==> src/rtl/assert_macros.svh <==
// Assertion macros shared by the translation buffer RTL.
// Needs a clock named clk and an active-low reset named rst_n in the module that uses them.
`ifndef ASSERT_MACROS_SVH
`define ASSERT_MACROS_SVH

// Property checked at every rising clock edge outside reset.
`define ASSERT_CLK(label, prop, msg) \
  label: assert property (@(posedge clk) disable iff (!rst_n) (prop)) else $error(msg);

// Condition that must never be true outside reset.
`define ASSERT_NEVER(label, cond, msg) \
  label: assert property (@(posedge clk) disable iff (!rst_n) !(cond)) else $error(msg);

`endif

==> src/rtl/atlb_pkg.sv <==
// Package for the identifier-tagged translation buffer: widths, operation codes and
// the structs passed between controller and cells. No dependencies.
`timescale 1ns / 1ps

package atlb_pkg;

  localparam int PAGE_W      = 52;
  localparam int ASID_W      = 16;
  localparam int KIND_W      = 2;
  localparam int ENTRIES_DEF = 64;
  localparam int IN_DATA_W   = 104;
  localparam int OUT_DATA_W  = 56;

  typedef logic [PAGE_W-1:0] page_t;
  typedef logic [ASID_W-1:0] asid_t;

  typedef enum logic [KIND_W-1:0] {
    KIND_LOOKUP = 2'd0,
    KIND_ADD    = 2'd1,
    KIND_FLUSH  = 2'd2
  } atlb_kind_t;

  // Search token handed from one cell to the next.
  typedef struct packed {
    logic  valid;
    logic  hit;
    page_t page;
  } atlb_tok_t;

  // Write and flush command broadcast to every cell.
  typedef struct packed {
    logic  we;
    logic  flush;
    page_t tag;
    page_t frame;
    asid_t space;
  } atlb_wr_t;

endpackage

==> src/rtl/atlb_cell.sv <==
// One entry of the translation buffer and one stage of the search chain.
// Depends on atlb_pkg.
`timescale 1ns / 1ps

module atlb_cell
  import atlb_pkg::*;
(
  input  logic      clk,
  input  logic      rst_n,
  input  atlb_wr_t  wr,
  input  logic      wr_sel,
  input  page_t     query_page,
  input  asid_t     query_asid,
  input  atlb_tok_t tok_in,
  output atlb_tok_t tok_out
);

  page_t     tag_r;
  page_t     frame_r;
  asid_t     space_r;
  logic      occ_r;
  logic      occ_nxt;
  atlb_tok_t tok_r;
  atlb_tok_t tok_nxt;
  logic      match;

  assign match = occ_r && (tag_r == query_page) && (space_r == query_asid);

  always_comb begin
    occ_nxt = occ_r;
    if (wr.flush) begin
      occ_nxt = 1'b0;
    end else if (wr_sel) begin
      occ_nxt = 1'b1;
    end
  end

  // An earlier cell's hit has priority, so the lowest index wins.
  always_comb begin
    tok_nxt.valid = tok_in.valid;
    tok_nxt.hit   = tok_in.hit | match;
    if (tok_in.hit) begin
      tok_nxt.page = tok_in.page;
    end else if (match) begin
      tok_nxt.page = frame_r;
    end else begin
      tok_nxt.page = '0;
    end
  end

  always_ff @(posedge clk) begin
    if (!rst_n) begin
      occ_r       <= 1'b0;
      tok_r.valid <= 1'b0;
    end else begin
      occ_r       <= occ_nxt;
      tok_r.valid <= tok_nxt.valid;
    end
    tok_r.hit  <= tok_nxt.hit;
    tok_r.page <= tok_nxt.page;
  end

  always_ff @(posedge clk) begin
    if (wr_sel) begin
      tag_r   <= wr.tag;
      frame_r <= wr.frame;
      space_r <= wr.space;
    end
  end

  assign tok_out = tok_r;

endmodule

==> config.mk <==
export PLATFORM = sky130hd
export DESIGN_NAME = atlb_cell
export DESIGN_NICKNAME = d
export VERILOG_FILES = /design/src/rtl/assert_macros.svh /design/src/rtl/atlb_pkg.sv /design/src/rtl/atlb_cell.sv
export SDC_FILE = /design/constraint.sdc
export NUM_CORES = 1
export LEC_CHECK = 0
export BUFFER_PORTS_ARGS = -buffer_cell sky130_fd_sc_hd__buf_2
export CORE_MARGIN = 5
export CORE_UTILIZATION = 49
export DETAILED_ROUTE_END_ITERATION = 16
export PLACE_DENSITY = 0.93
export SYNTH_ARGS = -nofsm -noshare
export SYNTH_HDL_FRONTEND = slang
export SYNTH_SLANG_ARGS = --single-unit
==> constraint.sdc <==
create_clock -name clk -period 4.1 [get_ports clk]
set_input_delay 0.82 -clock clk [delete_from_list [all_inputs] [get_ports clk]]
set_output_delay 0.82 -clock clk [all_outputs]
set_load 0.02 [all_outputs]
==> impl_metrics.ini <==
[route]
wl_um = 17300
drt.antenna.violating_nets = 0
vias = 4888
routedWlPerCell_um = 17.7
first_iter_violations = 223
vias_per_cell = 5.02
dr.pass1.iters = 4
drcViolationCount = 0

[cts]
clkLatencyLatePin_ns = 0.41
clock_path_buffers = 2
cts_hold_buffers = 0
htreeDepth = 4
cts_buffers = 17
cts_setup_buffers = 0
cts.sinks = 175
cts_resized = 0
cts-root-buf = clkbuf_16
cts_tree = done
path_clk_slew_ns = 0.07

[grt]
grt_usage = 0.203
grt_use_met2 = 0.365
grt_max_degree = 65
use_met3 = 0.0614
grt_pass1_vias = 5155
grt-busiest-layer = met2
antenna_found_initial = 2
gr-usage-met1 = 0.217
grt_overflow = 0
grt_pass1_wl_um = 25700

[sta]
rsz0062_at_grt = false
final_max_slew_viol_count = 0
fin_crit_sh = 0.653
setup_ws_ns = 1.42
relSlewSlack = 0.389
max_freq_mhz = 374
final_hold_viol_count = 0
finClkSkew_ns = 0.00872
fin_tns_setup_ns = 0
setup_viol = 0
period_needed_ns = 2.68
tightest_slew_ns = 0.916

[critical_path]
worstSetupEndpointType = flop
worst-endpoint-arrival_ns = 2.98
critPathKind = input port to flop
crit_required_ns = 4.41
r2r.worst_path.cells = 6
start_kind = input port
worstPathMaxFanout = 37

[logic_synthesis]
yosysSeqAreaShare = 0.676
syn_inst = 477
yosys.area.top_type = edfxtp_1
netlist.area_leader.share = 0.518
synth_area_leaders = edfxtp_1 52%, dfxtp_1 16%, o41ai_2 11%, xnor2_1 5.5%, inv_1 3.7%
syn_avg_cell_area_sq_um = 14.6
synth.distinct_cells = 29
synth.ff_latch_count = 175
synth.net_count = 724
syn_area_sq_mm = 0.00696
yosysWarnings = 0

[final_layout]
fillers = 1020
syn2layout_area_growth_pct = 33.2
nNetsFinal = 1026
fin_cells = 973
final_layout_size_suffix_gt1_frac = 0.495
multi_input_area_sq_mm = 0.00188
area.sequential_sq_mm = 0.00470

[run_status]
status = completed

[worst_hold_path]
hold_path.class = flop to flop
hold_depth = 2

[die]
fp.dieH_um = 129
start_util = 0.501
core_area_sq_mm = 0.0139
io_pins = 301
placementRows = 43
die_w_um = 129
die-area_sq_mm = 0.0167

[pwr]
irDropWorstVdd_uv = 277
fin_total_pwr_uw = 4110
p_per_area_mw_per_mm2 = 444
p_leak_uw = 0.00421

[placed_design]
place_ws_ns = 1.01
dp_hpwl_um = 13100
portBuffers = 299
gp_congestion = 0.824
placed_cells = 940

[job]
max_cap_viol_count = 0
## Yosys cell counts, drive strengths merged
library cell / count
a2111o: 4
a2111oi: 2
a22o: 1
and2: 1
buf: 10
clkbuf: 12
dfxtp: 55
edfxtp: 120
inv: 69
nand2: 52
nand2b: 9
nand3: 1
nand4: 12
nor2: 2
nor2b: 14
nor3b: 1
nor4: 5
o2111ai: 3
o21bai: 1
o221ai: 2
o22ai: 5
o41ai: 52
xnor2: 44
## area by class of cell
cell class	instances	area share
Sequential cell	175	0.508
Multi-Input combinational cell	211	0.203
Timing Repair Buffer	305	0.170
Clock buffer	22	0.0533
Inverter	69	0.0280
Tap cell	180	0.0243
Clock inverter	10	0.0132
Antenna cell	1	0.000270
## cells in the final DEF (no fill, tap or decap), types with 2 or more instances in the layout
cell type,n
nand4_4,2
nor4_1,3
nand4_1,10
nand2b_1,9
nor2b_1,14
buf_2,297
buf_4,6
nor2_1,2
edfxtp_1,120
o22ai_1,5
a2111o_1,4
inv_6,4
bufinv_16,2
o41ai_2,49
nor4_2,2
nand2_1,52
o221ai_1,2
clkbuf_8,5
clkbuf_16,17
buf_12,2
inv_1,68
xnor2_1,44
o2111ai_1,3
dfxtp_1,55
o41ai_1,3
## final timing paths
path                                    start           to  slack, ns
worst min-delay path                    occ_r        occ_r       0.53
worst min register to register          occ_r        occ_r       0.53
worst max-delay path            query_page[5]  tok_out[51]       1.42
worst max register to register      tag_r[19]  tok_out[51]       1.49
## flip-flops by register name (all words and copies together) (netlist names)
name,cells
frame_r,52
occ_r,1
space_r,16
tag_r,52
tok_out,54
## power by group
part	internal (uW)	total [uW]	switching, uW
combinational	193	400	207
clock	989	1650	657
sequential	2020	2070	44.3
## kinds of logic after synthesis
group | count (synthesis) | share of synthesized area
simple gates | 97 | 0.0714
flops | 175 | 0.676
xor+xnor | 44 | 0.0554
compound gates | 70 | 0.142
buf+inv | 91 | 0.0554
## per-layer routing
metal,share of wire,vias to the layer above
li1,-,2326
met1,0.35,2278
met2,0.53,236
met3,0.084,46
met4,0.035,2
met5,0.0010,-
## per-stage QoR
step | instance area (sq um) | utilization | hold slack (ns)
6_report | 9260 | 0.667 | 0.528
2_1_floorplan | 6960 | - | 0.473
4_1_cts | 9260 | 0.667 | 0.531
3_3_place_gp | 8640 | 0.623 | 0.493
5_1_grt | 9260 | 0.667 | 0.559
3_5_place_dp | 8640 | 0.623 | 0.520
## worst max-delay path, cell delays in order
cell and delay (ns):
buf_2 0.11, nand2b_1 0.06, o2111ai_1 0.14, nor4_1 0.66, nand4_4 0.48, buf_12 0.36
o41ai_1 0.33
No activity file was read; power rests on OpenSTA's default activity.
