### src/rtl/assert_macros.svh
// Assertion macros shared by the translation buffer RTL.
// Needs a clock named clk and an active-low reset named rst_n in the module that uses them.
`ifndef ASSERT_MACROS_SVH
`define ASSERT_MACROS_SVH

// Property checked at every rising clock edge outside reset.
`define ASSERT_CLK(label, prop, msg) \
  label: assert property (@(posedge clk) disable iff (!rst_n) (prop)) else $error(msg);

// Condition that must never be true outside reset.
`define ASSERT_NEVER(label, cond, msg) \
  label: assert property (@(posedge clk) disable iff (!rst_n) !(cond)) else $error(msg);

`endif

### src/rtl/atlb_pkg.sv
// Package for the identifier-tagged translation buffer: widths, operation codes and
// the structs passed between controller and cells. No dependencies.
`timescale 1ns / 1ps

package atlb_pkg;

  localparam int PAGE_W      = 52;
  localparam int ASID_W      = 16;
  localparam int KIND_W      = 2;
  localparam int ENTRIES_DEF = 64;
  localparam int IN_DATA_W   = 104;
  localparam int OUT_DATA_W  = 56;

  typedef logic [PAGE_W-1:0] page_t;
  typedef logic [ASID_W-1:0] asid_t;

  typedef enum logic [KIND_W-1:0] {
    KIND_LOOKUP = 2'd0,
    KIND_ADD    = 2'd1,
    KIND_FLUSH  = 2'd2
  } atlb_kind_t;

  // Search token handed from one cell to the next.
  typedef struct packed {
    logic  valid;
    logic  hit;
    page_t page;
  } atlb_tok_t;

  // Write and flush command broadcast to every cell.
  typedef struct packed {
    logic  we;
    logic  flush;
    page_t tag;
    page_t frame;
    asid_t space;
  } atlb_wr_t;

endpackage

### src/rtl/atlb_ctrl.sv
// Operation sequencer: fill count, replacement pointer, search launch and result hold.
// Depends on atlb_pkg and assert_macros.svh.
`timescale 1ns / 1ps
`include "assert_macros.svh"

module atlb_ctrl
  import atlb_pkg::*;
#(
  parameter int ENTRIES = ENTRIES_DEF,
  parameter int IDXW    = $clog2(ENTRIES),
  parameter int FCW     = $clog2(ENTRIES + 1)
) (
  input  logic            clk,
  input  logic            rst_n,
  input  logic            in_valid,
  output logic            in_ready,
  input  logic [KIND_W-1:0] in_kind,
  input  page_t           in_virt,
  input  page_t           in_phys,
  input  asid_t           asid,
  output atlb_wr_t        wr,
  output logic [IDXW-1:0] wr_idx,
  output page_t           query_page,
  output atlb_tok_t       tok_inj,
  input  atlb_tok_t       tok_ret,
  output logic            res_valid,
  output logic            res_hit,
  output page_t           res_page,
  input  logic            res_take
);

  typedef enum logic [2:0] {
    ST_IDLE   = 3'b001,
    ST_SEARCH = 3'b010,
    ST_RESULT = 3'b100
  } state_t;

  state_t          state_r, state_nxt;
  logic [FCW-1:0]  fill_count_r, fill_count_nxt;
  logic [IDXW-1:0] ptr_r, ptr_nxt;
  page_t           query_r, query_nxt;
  logic            inj_r, inj_nxt;
  logic            hit_r, hit_nxt;
  page_t           page_r, page_nxt;
  logic            accept;
  logic            full;

  assign in_ready = (state_r == ST_IDLE);
  assign accept   = in_valid && in_ready;
  assign full     = (fill_count_r == FCW'(ENTRIES));

  always_comb begin
    state_nxt      = state_r;
    fill_count_nxt = fill_count_r;
    ptr_nxt        = ptr_r;
    query_nxt      = query_r;
    inj_nxt        = 1'b0;
    hit_nxt        = hit_r;
    page_nxt       = page_r;
    wr.we          = 1'b0;
    wr.flush       = 1'b0;
    wr.tag         = in_virt;
    wr.frame       = in_phys;
    wr.space       = asid;
    wr_idx         = fill_count_r[IDXW-1:0];
    unique case (state_r)
      ST_IDLE: begin
        if (accept) begin
          hit_nxt   = 1'b0;
          page_nxt  = '0;
          state_nxt = ST_RESULT;
          unique case (atlb_kind_t'(in_kind))
            KIND_LOOKUP: begin
              query_nxt = in_virt;
              inj_nxt   = 1'b1;
              state_nxt = ST_SEARCH;
            end
            KIND_ADD: begin
              wr.we = 1'b1;
              if (!full) begin
                fill_count_nxt = fill_count_r + FCW'(1);
              end else begin
                // Every slot is occupied and valid: replace round-robin.
                wr_idx  = ptr_r;
                ptr_nxt = (ptr_r == IDXW'(ENTRIES - 1)) ? '0 : ptr_r + IDXW'(1);
              end
            end
            KIND_FLUSH: begin
              wr.flush       = 1'b1;
              fill_count_nxt = '0;
            end
            default: begin
            end
          endcase
        end
      end
      ST_SEARCH: begin
        if (tok_ret.valid) begin
          hit_nxt   = tok_ret.hit;
          page_nxt  = tok_ret.page;
          state_nxt = ST_RESULT;
        end
      end
      ST_RESULT: begin
        if (res_take) begin
          state_nxt = ST_IDLE;
        end
      end
      default: begin
        state_nxt = ST_IDLE;
      end
    endcase
  end

  always_ff @(posedge clk) begin
    if (!rst_n) begin
      state_r      <= ST_IDLE;
      fill_count_r <= '0;
      ptr_r        <= '0;
      inj_r        <= 1'b0;
    end else begin
      state_r      <= state_nxt;
      fill_count_r <= fill_count_nxt;
      ptr_r        <= ptr_nxt;
      inj_r        <= inj_nxt;
    end
  end

  always_ff @(posedge clk) begin
    query_r <= query_nxt;
    hit_r   <= hit_nxt;
    page_r  <= page_nxt;
  end

  assign query_page    = query_r;
  assign tok_inj.valid = inj_r;
  assign tok_inj.hit   = 1'b0;
  assign tok_inj.page  = '0;
  assign res_valid     = (state_r == ST_RESULT);
  assign res_hit       = hit_r;
  assign res_page      = page_r;

  `ASSERT_NEVER(a_fill_bound, fill_count_r > FCW'(ENTRIES), "fill count above capacity")
  `ASSERT_CLK(a_ret_in_search, tok_ret.valid |-> state_r == ST_SEARCH, "token outside search")
  `ASSERT_CLK(a_ptr_when_full, (ptr_r != $past(ptr_r)) |-> $past(full), "pointer moved early")

endmodule
### config.mk
export PLATFORM = sky130hd
export DESIGN_NAME = atlb_ctrl
export DESIGN_NICKNAME = d
export VERILOG_FILES = /design/src/rtl/atlb_pkg.sv /design/src/rtl/atlb_ctrl.sv
export VERILOG_INCLUDE_DIRS = /design/src /design/src/rtl
export SDC_FILE = /design/constraint.sdc
export NUM_CORES = 1
export LEC_CHECK = 0
export ABC_AREA = 0
export BUFFER_PORTS_ARGS = -buffer_cell sky130_fd_sc_hd__buf_2
export CAP_MARGIN = 20
export CORE_AREA = 2 2 181 183
export DETAILED_ROUTE_END_ITERATION = 16
export DIE_AREA = 0 0 183 185
export GPL_ROUTABILITY_DRIVEN = 0
export GPL_TIMING_DRIVEN = 0
export PLACE_DENSITY = 0.45
export SYNTH_ARGS = -nofsm -noshare
export SYNTH_HDL_FRONTEND = slang
export SYNTH_SLANG_ARGS = --single-unit
### constraint.sdc
create_clock -name clk -period 5.95 [get_ports clk]
set_input_delay 0.595 -clock clk [delete_from_list [all_inputs] [get_ports clk]]
set_output_delay 0.595 -clock clk [all_outputs]
set_load 0.1 [all_outputs]
==> impl_metrics.env, run 1 <==
export IMPL_finalHoldViolations=0
export IMPL_yosysSeqAreaShare_pct=60.1
export IMPL_grt_pass1_wl_microns=23700
export IMPL_synthFlopType="edfxtp_1"
export IMPL_portBuffers=346
export IMPL_area_growth_synth_to_final_pct=53.3
export IMPL_p_per_area_mw_per_mm2=329
export IMPL_cp_depth=6
export IMPL_fin_setup_tns_ns=0
export IMPL_layout_drive_gt1_share_pct=64.5
export IMPL_outcome="complete, no violations"
export IMPL_cts_hold_buf=0
export IMPL_grt_max_degree=29
export IMPL_rows=66
export IMPL_cp_cell_sequence="or4b_4 -> nor4b_4 -> buf_6 -> nand2_1 -> o21ai_0 -> buf_2"
export IMPL_ir_worst_vdd_mv=0.130
export IMPL_cts_tree="built"
export IMPL_synth_top_area_share_pct=54.2
export IMPL_nets=1062
export IMPL_path_clk_slew_ns=0.06
export IMPL_slew_violations=0
export IMPL_die_area_sq_mm=0.0339
export IMPL_cpMaxStageDelayCell="or4b_4"
export IMPL_antenna_found_initial=0
export IMPL_syn_area_per_cell_sq_um=12.7
export IMPL_final_area_sq_mm=0.00892
export IMPL_fill_cells=3389
export IMPL_reg2reg_depth=6
export IMPL_ant_nets=0
export IMPL_drt_iter0_drc=113
export IMPL_synth_mux_area_fraction_pct=0.710
export IMPL_cp_max_fo=10
export IMPL_maxCapViolations=0
export IMPL_netlist_area_sq_mm=0.00582
export IMPL_numCtsBuffers=17
export IMPL_cts_root_buf="clkbuf_16"
export IMPL_synth_top_family_by_area="buffers and inverters"
export IMPL_synth_xor_area_share_pct=0.301
export IMPL_cts_setup_buffers=0
export IMPL_wl_per_cell_microns=13.5
export IMPL_reg2reg_to="query_page[26]$_DFFE_PP_"
export IMPL_cp_required_ns=5.36
export IMPL_syn_inst=457
export IMPL_utilization_pct=27.8
export IMPL_post_place_ws_ns=2.97
export IMPL_slowest_delay_ns=0.58
export IMPL_cts_sinks=122
export IMPL_synthArstFlopShare_pct=0
export IMPL_p_leak_nw=4.33
export IMPL_critPathTopFamily="simple AND/OR/NAND/NOR gates"
export IMPL_start_util_pct=18.2
export IMPL_cts_buffer_depth=2
export IMPL_crit_path_end_kind="output pin"
export IMPL_wirelength_microns=17600
export IMPL_grt_util_all_layers_pct=9.67
export IMPL_avgViaCountPerCell=3.47
export IMPL_setup_violations=0
export IMPL_r2r_start="state_r[2]$_SDFFE_PN0P_"
export IMPL_grt_pass1_vias=4158
export IMPL_worst_hold_slack_ns=0.366
export IMPL_area_sequential_sq_mm=0.00349
export IMPL_synth_area_top_cells="edfxtp_1 54%, buf_4 22%, dfxtp_1 5.9%"
export IMPL_crit_path_start="fill_count_r[2]$_SDFFE_PN0P_"
export IMPL_multi_input_area_sq_mm=0.00116
export IMPL_synth_warnings=0
export IMPL_rrSetupSlack_ns=3.46
export IMPL_io_pins=469
export IMPL_totalPowerFinal_mw=2.94
export IMPL_ctsResizeCount=0
export IMPL_dpl_cell_area_sq_mm=0.00834
export IMPL_synth_fa_ha_area_share_pct=0.645
export IMPL_synthDistinctLibCells=40
export IMPL_crit_buf_inv=2
export IMPL_fin_crit_ns=3.27
export IMPL_clock_latency_ns=0.42
export IMPL_finClkSkew_ns=0.00641
export IMPL_dp_hpwl_microns=14600
export IMPL_htreeDepth=4
export IMPL_rsz0062_at_grt="no"
export IMPL_drtPass1Iterations=4
export IMPL_critical_path_class="flop to output pin"
export IMPL_dp_cells=1268
export IMPL_max_slew_worst_pin_slew_ns=0.902
export IMPL_via_count=4516
export IMPL_drc_errors=0
export IMPL_overflow=0
export IMPL_hold_path_class="primary input to flop"
export IMPL_clock_fmax_mhz=306
export IMPL_fin_ws_ns=2.68
export IMPL_stdcell_count=1301
export IMPL_synth_edff_count=105
export IMPL_synth_compound_area_share_pct=2.77
export IMPL_die_h_microns=185
export IMPL_crit_path_end="wr_idx[0]"
export IMPL_synth_area_leader_cell="edfxtp_1"
export IMPL_period_share_pct=54.9
export IMPL_synth_seq_cells=122
export IMPL_slew_headroom_pct=39.7
export IMPL_yosys_area_share_simple_pct=11.8
export IMPL_crit_arrival_ns=2.67
export IMPL_dieWidth_microns=183
export IMPL_coreArea_sq_mm=0.0320
export IMPL_worst_setup_path_start_kind="flop"
[power breakdown]
part | internal, mW | leakage (nW) | total, mW | switching [mW]
sequential | 0.966 | 1.15 | 0.975 | 0.00847
clock | 0.614 | 0.267 | 1.01 | 0.395
combinational | 0.159 | 2.91 | 0.952 | 0.793
total | 1.74 | 4.33 | 2.94 | 1.20
[Yosys cell counts, drive strengths merged, types with 3 or more instances]
cell / count
buf: 175
a21oi: 9
inv: 7
and4: 3
clkbuf: 7
mux2i: 3
nor2b: 3
o21ai: 8
edfxtp: 105
nor2: 9
nand4: 4
nand3: 5
ha: 3
nand2b: 3
or3: 3
nand2: 11
and2: 54
dfxtp: 17
nor3: 3
a21o: 4
[registers in the layout, indices dropped and copies added (netlist names)]
name and count:
query_page 52, res_page 52, fill_count_r 7, ptr_r 6, state_r 3, inj_r 1, res_hit 1
[how the worst min path moves through the flow]
stage	from	end	slack, ns	cells past startpoint
2_1_floorplan	fill_count_r[6]$_SDFFE_PN0P_	fill_count_r[6]$_SDFFE_PN0P_	0.47	2
3_3_place_gp	ptr_r[4]$_SDFFE_PN0P_	ptr_r[4]$_SDFFE_PN0P_	0.49	2
3_5_place_dp	fill_count_r[6]$_SDFFE_PN0P_	fill_count_r[6]$_SDFFE_PN0P_	0.50	2
4_1_cts	in_virt[1]	query_page[1]$_DFFE_PP_	0.34	1
5_1_grt	in_virt[1]	query_page[1]$_DFFE_PP_	0.34	1
6_report	in_virt[1]	query_page[1]$_DFFE_PP_	0.37	1
[layout by cell type (no fill, tap or decap), types with 4 or more instances in the layout]
cell type / instances
nand3_1: 5
nand4_1: 4
buf_6: 4
buf_2: 346
nor2_1: 9
nand2_1: 10
a21oi_1: 8
a21o_2: 4
o21ai_0: 8
buf_4: 174
dfxtp_1: 17
clkbuf_16: 17
clkbuf_1: 7
clkinv_2: 4
edfxtp_1: 105
and2_1: 54
inv_1: 7
clkinvlp_4: 6
conb_1: 53
[layer usage]
layer  routed length [microns]  share of wire (%)  vias to the layer above  global-route usage [%]
met5                         0                  0                        -                       0
met4                       235                1.3                        0                    3.87
met3                      1710                9.7                       18                    3.36
met2                      9760                 55                      291                    19.4
met1                      5890                 33                     2032                    8.78
li1                          -                  -                     2175                       -
[cell families after synthesis]
family | Yosys count
mux | 4
compound gates | 26
other cells | 1
flops | 122
buf+inv | 190
simple gates | 109
fa+ha+maj | 3
xor+xnor | 2
[final cells by class]
class	instances	share of cell area (%)
flip-flops and latches	122	39.2
repair buffers	351	20.2
plain buffers	182	15.1
multi-input cells	197	13.0
well taps	408	5.72
clock buffers	17	4.77
clock inverters	15	1.70
inverters	8	0.337
diodes	1	0.0281
Note: power is estimated with default switching activity, not from simulation.
==> run 2, diff against run 1 <==
CORE_AREA = 2 2 185 187   (was 2 2 181 183)
DIE_AREA = 0 0 187 189   (was 0 0 183 185)
clock period = 2.6 ns   (was 5.95 ns; I/O delays follow)
==> run 2 against run 1 <==
Effect of this change:
- non-clock buffer count grew 9
- final area grew 3.2%
- global-route usage is 0.61 points higher
- setup slack got worse by 2.6 ns
- sequential cell count unchanged
- largest cell class unchanged
- largest power group unchanged
==> impl_metrics.env, run 2 (synthesis gave the netlist of run 1 again) <==
export IMPL_coreArea_sq_mm=0.0333
export IMPL_slew_violations=0
export IMPL_hold_path_depth=1
export IMPL_die_h_microns=189
export IMPL_reg2reg_depth=6
export IMPL_gr_usage_met1_pct=10.9
export IMPL_slew_headroom_pct=47.3
export IMPL_cts_tree="built"
export IMPL_rrSetupSlack_ns=0.57
export IMPL_via_count=4623
export IMPL_wirelength_microns=18800
export IMPL_worst_hold_slack_ns=0.0253
export IMPL_drtPass1Iterations=4
export IMPL_io_pins=469
export IMPL_overflow=0
export IMPL_wl_per_cell_microns=13.9
export IMPL_grt_pass1_wl_microns=26600
export IMPL_fill_cells=3533
export IMPL_crit_arrival_ns=2.26
export IMPL_nets=1071
export IMPL_totalPowerFinal_mw=6.89
export IMPL_worstHoldStart="in_virt[33]"
export IMPL_period_share_pct=97.0
export IMPL_worst_setup_path_start_kind="flop"
export IMPL_rows=67
export IMPL_portBuffers=346
export IMPL_layout_commonest_cell="buf_2"
export IMPL_grt_util_met2_pct=18.7
export IMPL_final_area_sq_mm=0.00921
export IMPL_cts_buffer_depth=2
export IMPL_grt_pass1_vias=4427
export IMPL_area_sequential_sq_mm=0.00350
export IMPL_dpl_cell_area_sq_mm=0.00843
export IMPL_use_met3_pct=3.41
export IMPL_fin_ws_ns=0.0773
export IMPL_die_area_sq_mm=0.0353
export IMPL_mostFrequentLayoutCells="340 x buf_2, 180 x buf_4, 105 x edfxtp_1, 54 x and2_1, 53 x conb_1"
export IMPL_drc_errors=0
export IMPL_cts_sinks=122
export IMPL_hold_end="query_page[33]$_DFFE_PP_"
export IMPL_n_antenna_cell=0
export IMPL_cp_max_fo=5
export IMPL_outcome="complete, no violations"
export IMPL_p_per_area_mw_per_mm2=748
export IMPL_path_clk_slew_ns=0.06
export IMPL_dieWidth_microns=187
export IMPL_grt_max_degree=26
export IMPL_ant_nets=0
export IMPL_start_util_pct=17.5
export IMPL_clock_latency_ns=0.43
export IMPL_fin_crit_ns=2.52
export IMPL_fin_setup_tns_ns=0
export IMPL_reg2reg_to="ptr_r[0]$_SDFFE_PN0P_"
export IMPL_avgViaCountPerCell=3.43
export IMPL_critical_path_class="flop to output pin"
export IMPL_rsz0062_at_grt="yes"
export IMPL_antenna_found_initial=1
export IMPL_dp_hpwl_microns=15400
export IMPL_post_place_ws_ns=-0.00709
export IMPL_hold_path_class="primary input to flop"
export IMPL_finClkSkew_ns=0.0194
export IMPL_cts_root_buf="clkbuf_16"
export IMPL_maxCapViolations=0
export IMPL_finalHoldViolations=0
export IMPL_ir_worst_vdd_mv=0.408
export IMPL_r2r_start="fill_count_r[2]$_SDFFE_PN0P_"
export IMPL_cp_required_ns=2.34
export IMPL_htreeDepth=4
export IMPL_crit_path_end_kind="output pin"
export IMPL_clock_fmax_mhz=396
export IMPL_drt_iter0_drc=199
export IMPL_multi_input_area_sq_mm=0.00120
export IMPL_numCtsBuffers=17
export IMPL_layout_drive_gt1_share_pct=65.5
export IMPL_p_leak_nw=4.43
export IMPL_top_usage_layer="met2"
export IMPL_grt_util_all_layers_pct=10.3
export IMPL_setup_violations=0
export IMPL_max_slew_worst_pin_slew_ns=0.788
export IMPL_area_growth_synth_to_final_pct=58.3
-- run 2: cell count changes in the layout (fill, tap and decap cells not counted), moves of 3 or more --
cell / previous run / this run
clkinvlp_4: 6 / 2
buf_12: 1 / 5
buf_2: 346 / 340
dlygate4sd3_1: 0 / 3
dfxtp_1: 17 / 13
buf_4: 174 / 180
-- run 2: timing repair --
item | 4_1_cts | 5_1_grt
endpoints found under the setup margin | 6 | 6
resized for setup | 27 | 8
gates cloned | 1 | 0
hold endpoints to repair | 3 | 0
hold buffers | 3 | 0
pin swaps | 2 | 3
setup buffers | 3 | 2
-- run 2: how the worst max path moves through the flow --
| stage | startpoint | to | slack (ns) | cells past startpoint |
|---|---|---|---|---|
| 6_report | fill_count_r[2]$_SDFFE_PN0P_ | wr_idx[1] | 0.08 | 6 |
| 5_1_grt | fill_count_r[2]$_SDFFE_PN0P_ | wr_idx[1] | -0.0007 | 6 |
| 4_1_cts | fill_count_r[1]$_SDFFE_PN0P_ | wr_idx[1] | 0.001 | 8 |
| 3_5_place_dp | fill_count_r[0]$_SDFFE_PN0P_ | wr_idx[1] | -0.007 | 8 |
| 3_3_place_gp | state_r[2]$_SDFFE_PN0P_ | query_page[42]$_DFFE_PP_ | -1.96 | 3 |
| 2_1_floorplan | state_r[2]$_SDFFE_PN0P_ | wr_idx[0] | -0.78 | 5 |
-- run 2: metrics by stage --
stage / util (%) / cells
6_report: 27.7 / 1349
3_5_place_dp: 25.3 / 1308
3_3_place_gp: 25.0 / 1303
4_1_cts: 27.5 / 1347
2_1_floorplan: - / 509
5_1_grt: 27.7 / 1349
-- run 2: layout make-up --
cell class	count	share of cell area, %
Buffer	182	14.6
Clock buffer	18	4.66
Clock inverter	14	1.86
Inverter	8	0.326
Multi-Input combinational cell	197	13.0
Sequential cell	122	38.0
Tap cell	448	6.09
Timing Repair Buffer	360	21.4
-- run 2: power breakdown --
part	internal, mW	switching [mW]
sequential	2.21	0.0206
clock	1.51	0.942
combinational	0.381	1.83
-- run 2: worst max-delay path: stages (launching register included) --
cell     delay, ns
dfxtp_4       0.35
or4b_4        0.55
nor4b_4       0.37
buf_6         0.17
nand2_1       0.06
o21ai_2       0.11
buf_12        0.21
-- run 2: layer usage --
layer  share of wire [%]  vias up
met4                 2.2        0
met1                  38     2090
met3                 8.5       23
met2                  52      305
li1                    -     2205
met5                   0        -
==> run 3, diff against run 2 <==
CORE_AREA = 3 3 182 184   (was 2 2 185 187)
DIE_AREA = 0 0 185 187   (was 0 0 187 189)
MAX_ROUTING_LAYER = met4   (was not set)
clock period = 2.41 ns   (was 2.6 ns; I/O delays follow)
==> run 3 against run 2 <==
Effect of this change:
- the flow now finishes with violations (setup timing)
- first-iteration DRC count rose by 14%
- sequential cell count is the same
- utilization increased by 2.0 points
- global-route usage rose by 0.97 points
- critical path type unchanged
==> impl_metrics.env, run 3 (synthesis gave the netlist of run 1 again) <==
export IMPL_maxCapViolations=0
export IMPL_drc_errors=0
export IMPL_critical_path_class="flop to output pin"
export IMPL_max_slew_worst_pin_slew_ns=0.730
export IMPL_avgViaCountPerCell=3.53
export IMPL_cts_tree="built"
export IMPL_path_clk_slew_ns=0.05
export IMPL_drt_iter0_drc=227
export IMPL_numCtsBuffers=17
export IMPL_rows=65
export IMPL_outcome="finished with violations"
export IMPL_die_h_microns=187
export IMPL_fin_crit_ns=2.45
export IMPL_cp_max_fo=3
export IMPL_fin_setup_tns_ns=-0.103
export IMPL_area_sequential_sq_mm=0.00350
export IMPL_coreArea_sq_mm=0.0316
export IMPL_post_place_ws_ns=-0.0698
export IMPL_htreeDepth=4
export IMPL_wl_met1_microns=7350
export IMPL_slew_violations=0
export IMPL_overflow=0
export IMPL_dp_hpwl_microns=16600
export IMPL_die_area_sq_mm=0.0346
export IMPL_io_pins=469
export IMPL_worstHoldStart="in_virt[10]"
export IMPL_crit_path_end_kind="output pin"
export IMPL_crit_arrival_ns=2.21
export IMPL_hold_path_class="primary input to flop"
export IMPL_slew_headroom_pct=51.2
export IMPL_p_per_area_mw_per_mm2=757
export IMPL_grt_util_all_layers_pct=11.3
export IMPL_antenna_found_initial=0
export IMPL_fin_ws_ns=-0.0449
export IMPL_clock_latency_ns=0.41
export IMPL_start_util_pct=18.4
export IMPL_cts_sinks=122
export IMPL_layout_drive_gt1_share_pct=64.2
export IMPL_met2_length_microns=10900
export IMPL_grt_pass1_vias=4695
export IMPL_cts_buffer_depth=2
export IMPL_finClkSkew_ns=0.00714
export IMPL_dp_cells=1262
export IMPL_reg2reg_to="query_page[50]$_DFFE_PP_"
export IMPL_clock_fmax_mhz=407
export IMPL_routed_wl_met3_microns=1600
export IMPL_wl_per_cell_microns=15.2
export IMPL_setup_violations=3
export IMPL_period_share_pct=102
export IMPL_mostFrequentLayoutCells="340 x buf_2, 182 x buf_4, 105 x edfxtp_1, 54 x and2_1, 53 x conb_1"
export IMPL_hold_end="query_page[10]$_DFFE_PP_"
export IMPL_finalHoldViolations=0
export IMPL_rsz0062_at_grt="yes"
export IMPL_r2r_start="state_r[2]$_SDFFE_PN0P_"
export IMPL_dieWidth_microns=185
export IMPL_grt_max_degree=25
export IMPL_multi_input_area_sq_mm=0.00123
export IMPL_hold_path_depth=1
export IMPL_nets=1093
export IMPL_p_leak_nw=4.50
export IMPL_grt_pass1_wl_microns=28000
export IMPL_stdcell_count=1323
export IMPL_reg2reg_depth=5
export IMPL_via_count=4673
export IMPL_rrSetupSlack_ns=0.31
export IMPL_layout_commonest_cell="buf_2"
export IMPL_wirelength_microns=20100
export IMPL_worst_setup_path_start_kind="flop"
export IMPL_fill_cells=3281
export IMPL_violations="setup timing"
export IMPL_highest_layer="met4"
export IMPL_cp_required_ns=2.17
export IMPL_area_growth_synth_to_final_pct=61.1
export IMPL_ant_nets=0
export IMPL_portBuffers=346
export IMPL_cts_root_buf="clkbuf_16"
export IMPL_ir_worst_vdd_mv=0.255
export IMPL_drtPass1Iterations=4
## run 3: cell types whose count changed in the layout (fill, tap and decap cells not counted), sizes merged, moves of 2 or more
cell,before,now
dlygate4sd3,3,22
inv,10,7
bufinv,3,1
buf,532,535
## run 3: worst max-delay path by stage
stage,from,endpoint,slack [ns],depth (start not counted)
2_1_floorplan,state_r[2]$_SDFFE_PN0P_,query_page[0]$_DFFE_PP_,-0.04,3
3_3_place_gp,state_r[2]$_SDFFE_PN0P_,query_page[6]$_DFFE_PP_,-0.80,3
3_5_place_dp,fill_count_r[0]$_SDFFE_PN0P_,wr_idx[1],-0.07,8
4_1_cts,fill_count_r[3]$_SDFFE_PN0P_,wr_idx[1],-0.12,6
5_1_grt,fill_count_r[2]$_SDFFE_PN0P_,wr_idx[0],-0.13,6
6_report,fill_count_r[2]$_SDFFE_PN0P_,wr_idx[0],-0.04,6
## run 3: critical path, cell delays in order (launching register included)
cell     delay (ns)
dfxtp_4        0.34
or4b_4         0.55
nor4b_4        0.37
buf_4          0.21
buf_12         0.11
o21ai_4        0.05
buf_12         0.16
## run 3: final cells by class
type	instances	share of cell area (%)
Antenna cell	1	0.0267
Buffer	182	14.4
Clock buffer	18	4.58
Clock inverter	11	0.894
Inverter	8	0.320
Multi-Input combinational cell	197	13.2
Sequential cell	122	37.4
Tap cell	402	5.37
Timing Repair Buffer	382	23.8
## run 3: report_power, final
group          total, mW  switching, mW  internal (mW)  leakage (nW)
registers           2.41         0.0226           2.38          1.15
logic               2.42           1.99          0.437          3.10
clock network       2.27          0.890           1.38         0.246
total               7.10           2.90           4.20          4.50
## run 3: what timing repair did
item | in CTS | in global routing
endpoints found under the hold margin | 22 | 0
setup buffers | 8 | 0
hold buffers | 22 | 0
gates resized for setup | 34 | 6
pin swaps | 3 | 3
cloned | 1 | 0
endpoints found under the setup margin | 6 | 6
## run 3: metrics by stage
step / hold slack [ns] / instance area (sq um) / util (%) / power, mW
after floorplan: 0.319 / 6080 / - / 4.49
after global placement: 0.436 / 8310 / 26.3 / 4.83
after detailed placement: 0.435 / 8420 / 26.7 / 4.85
after CTS: 0.000586 / 9360 / 29.6 / 7.22
after global routing: 0.00526 / 9370 / 29.7 / 7.34
final: 0.0293 / 9370 / 29.7 / 7.10
## run 3: per-layer routing
metal / GRT usage (%) / up-vias
li1: - / 2247
met1: 11.4 / 2114
met2: 21.1 / 300
met3: 3.17 / 12
met4: 2.89 / 0
met5: - / -
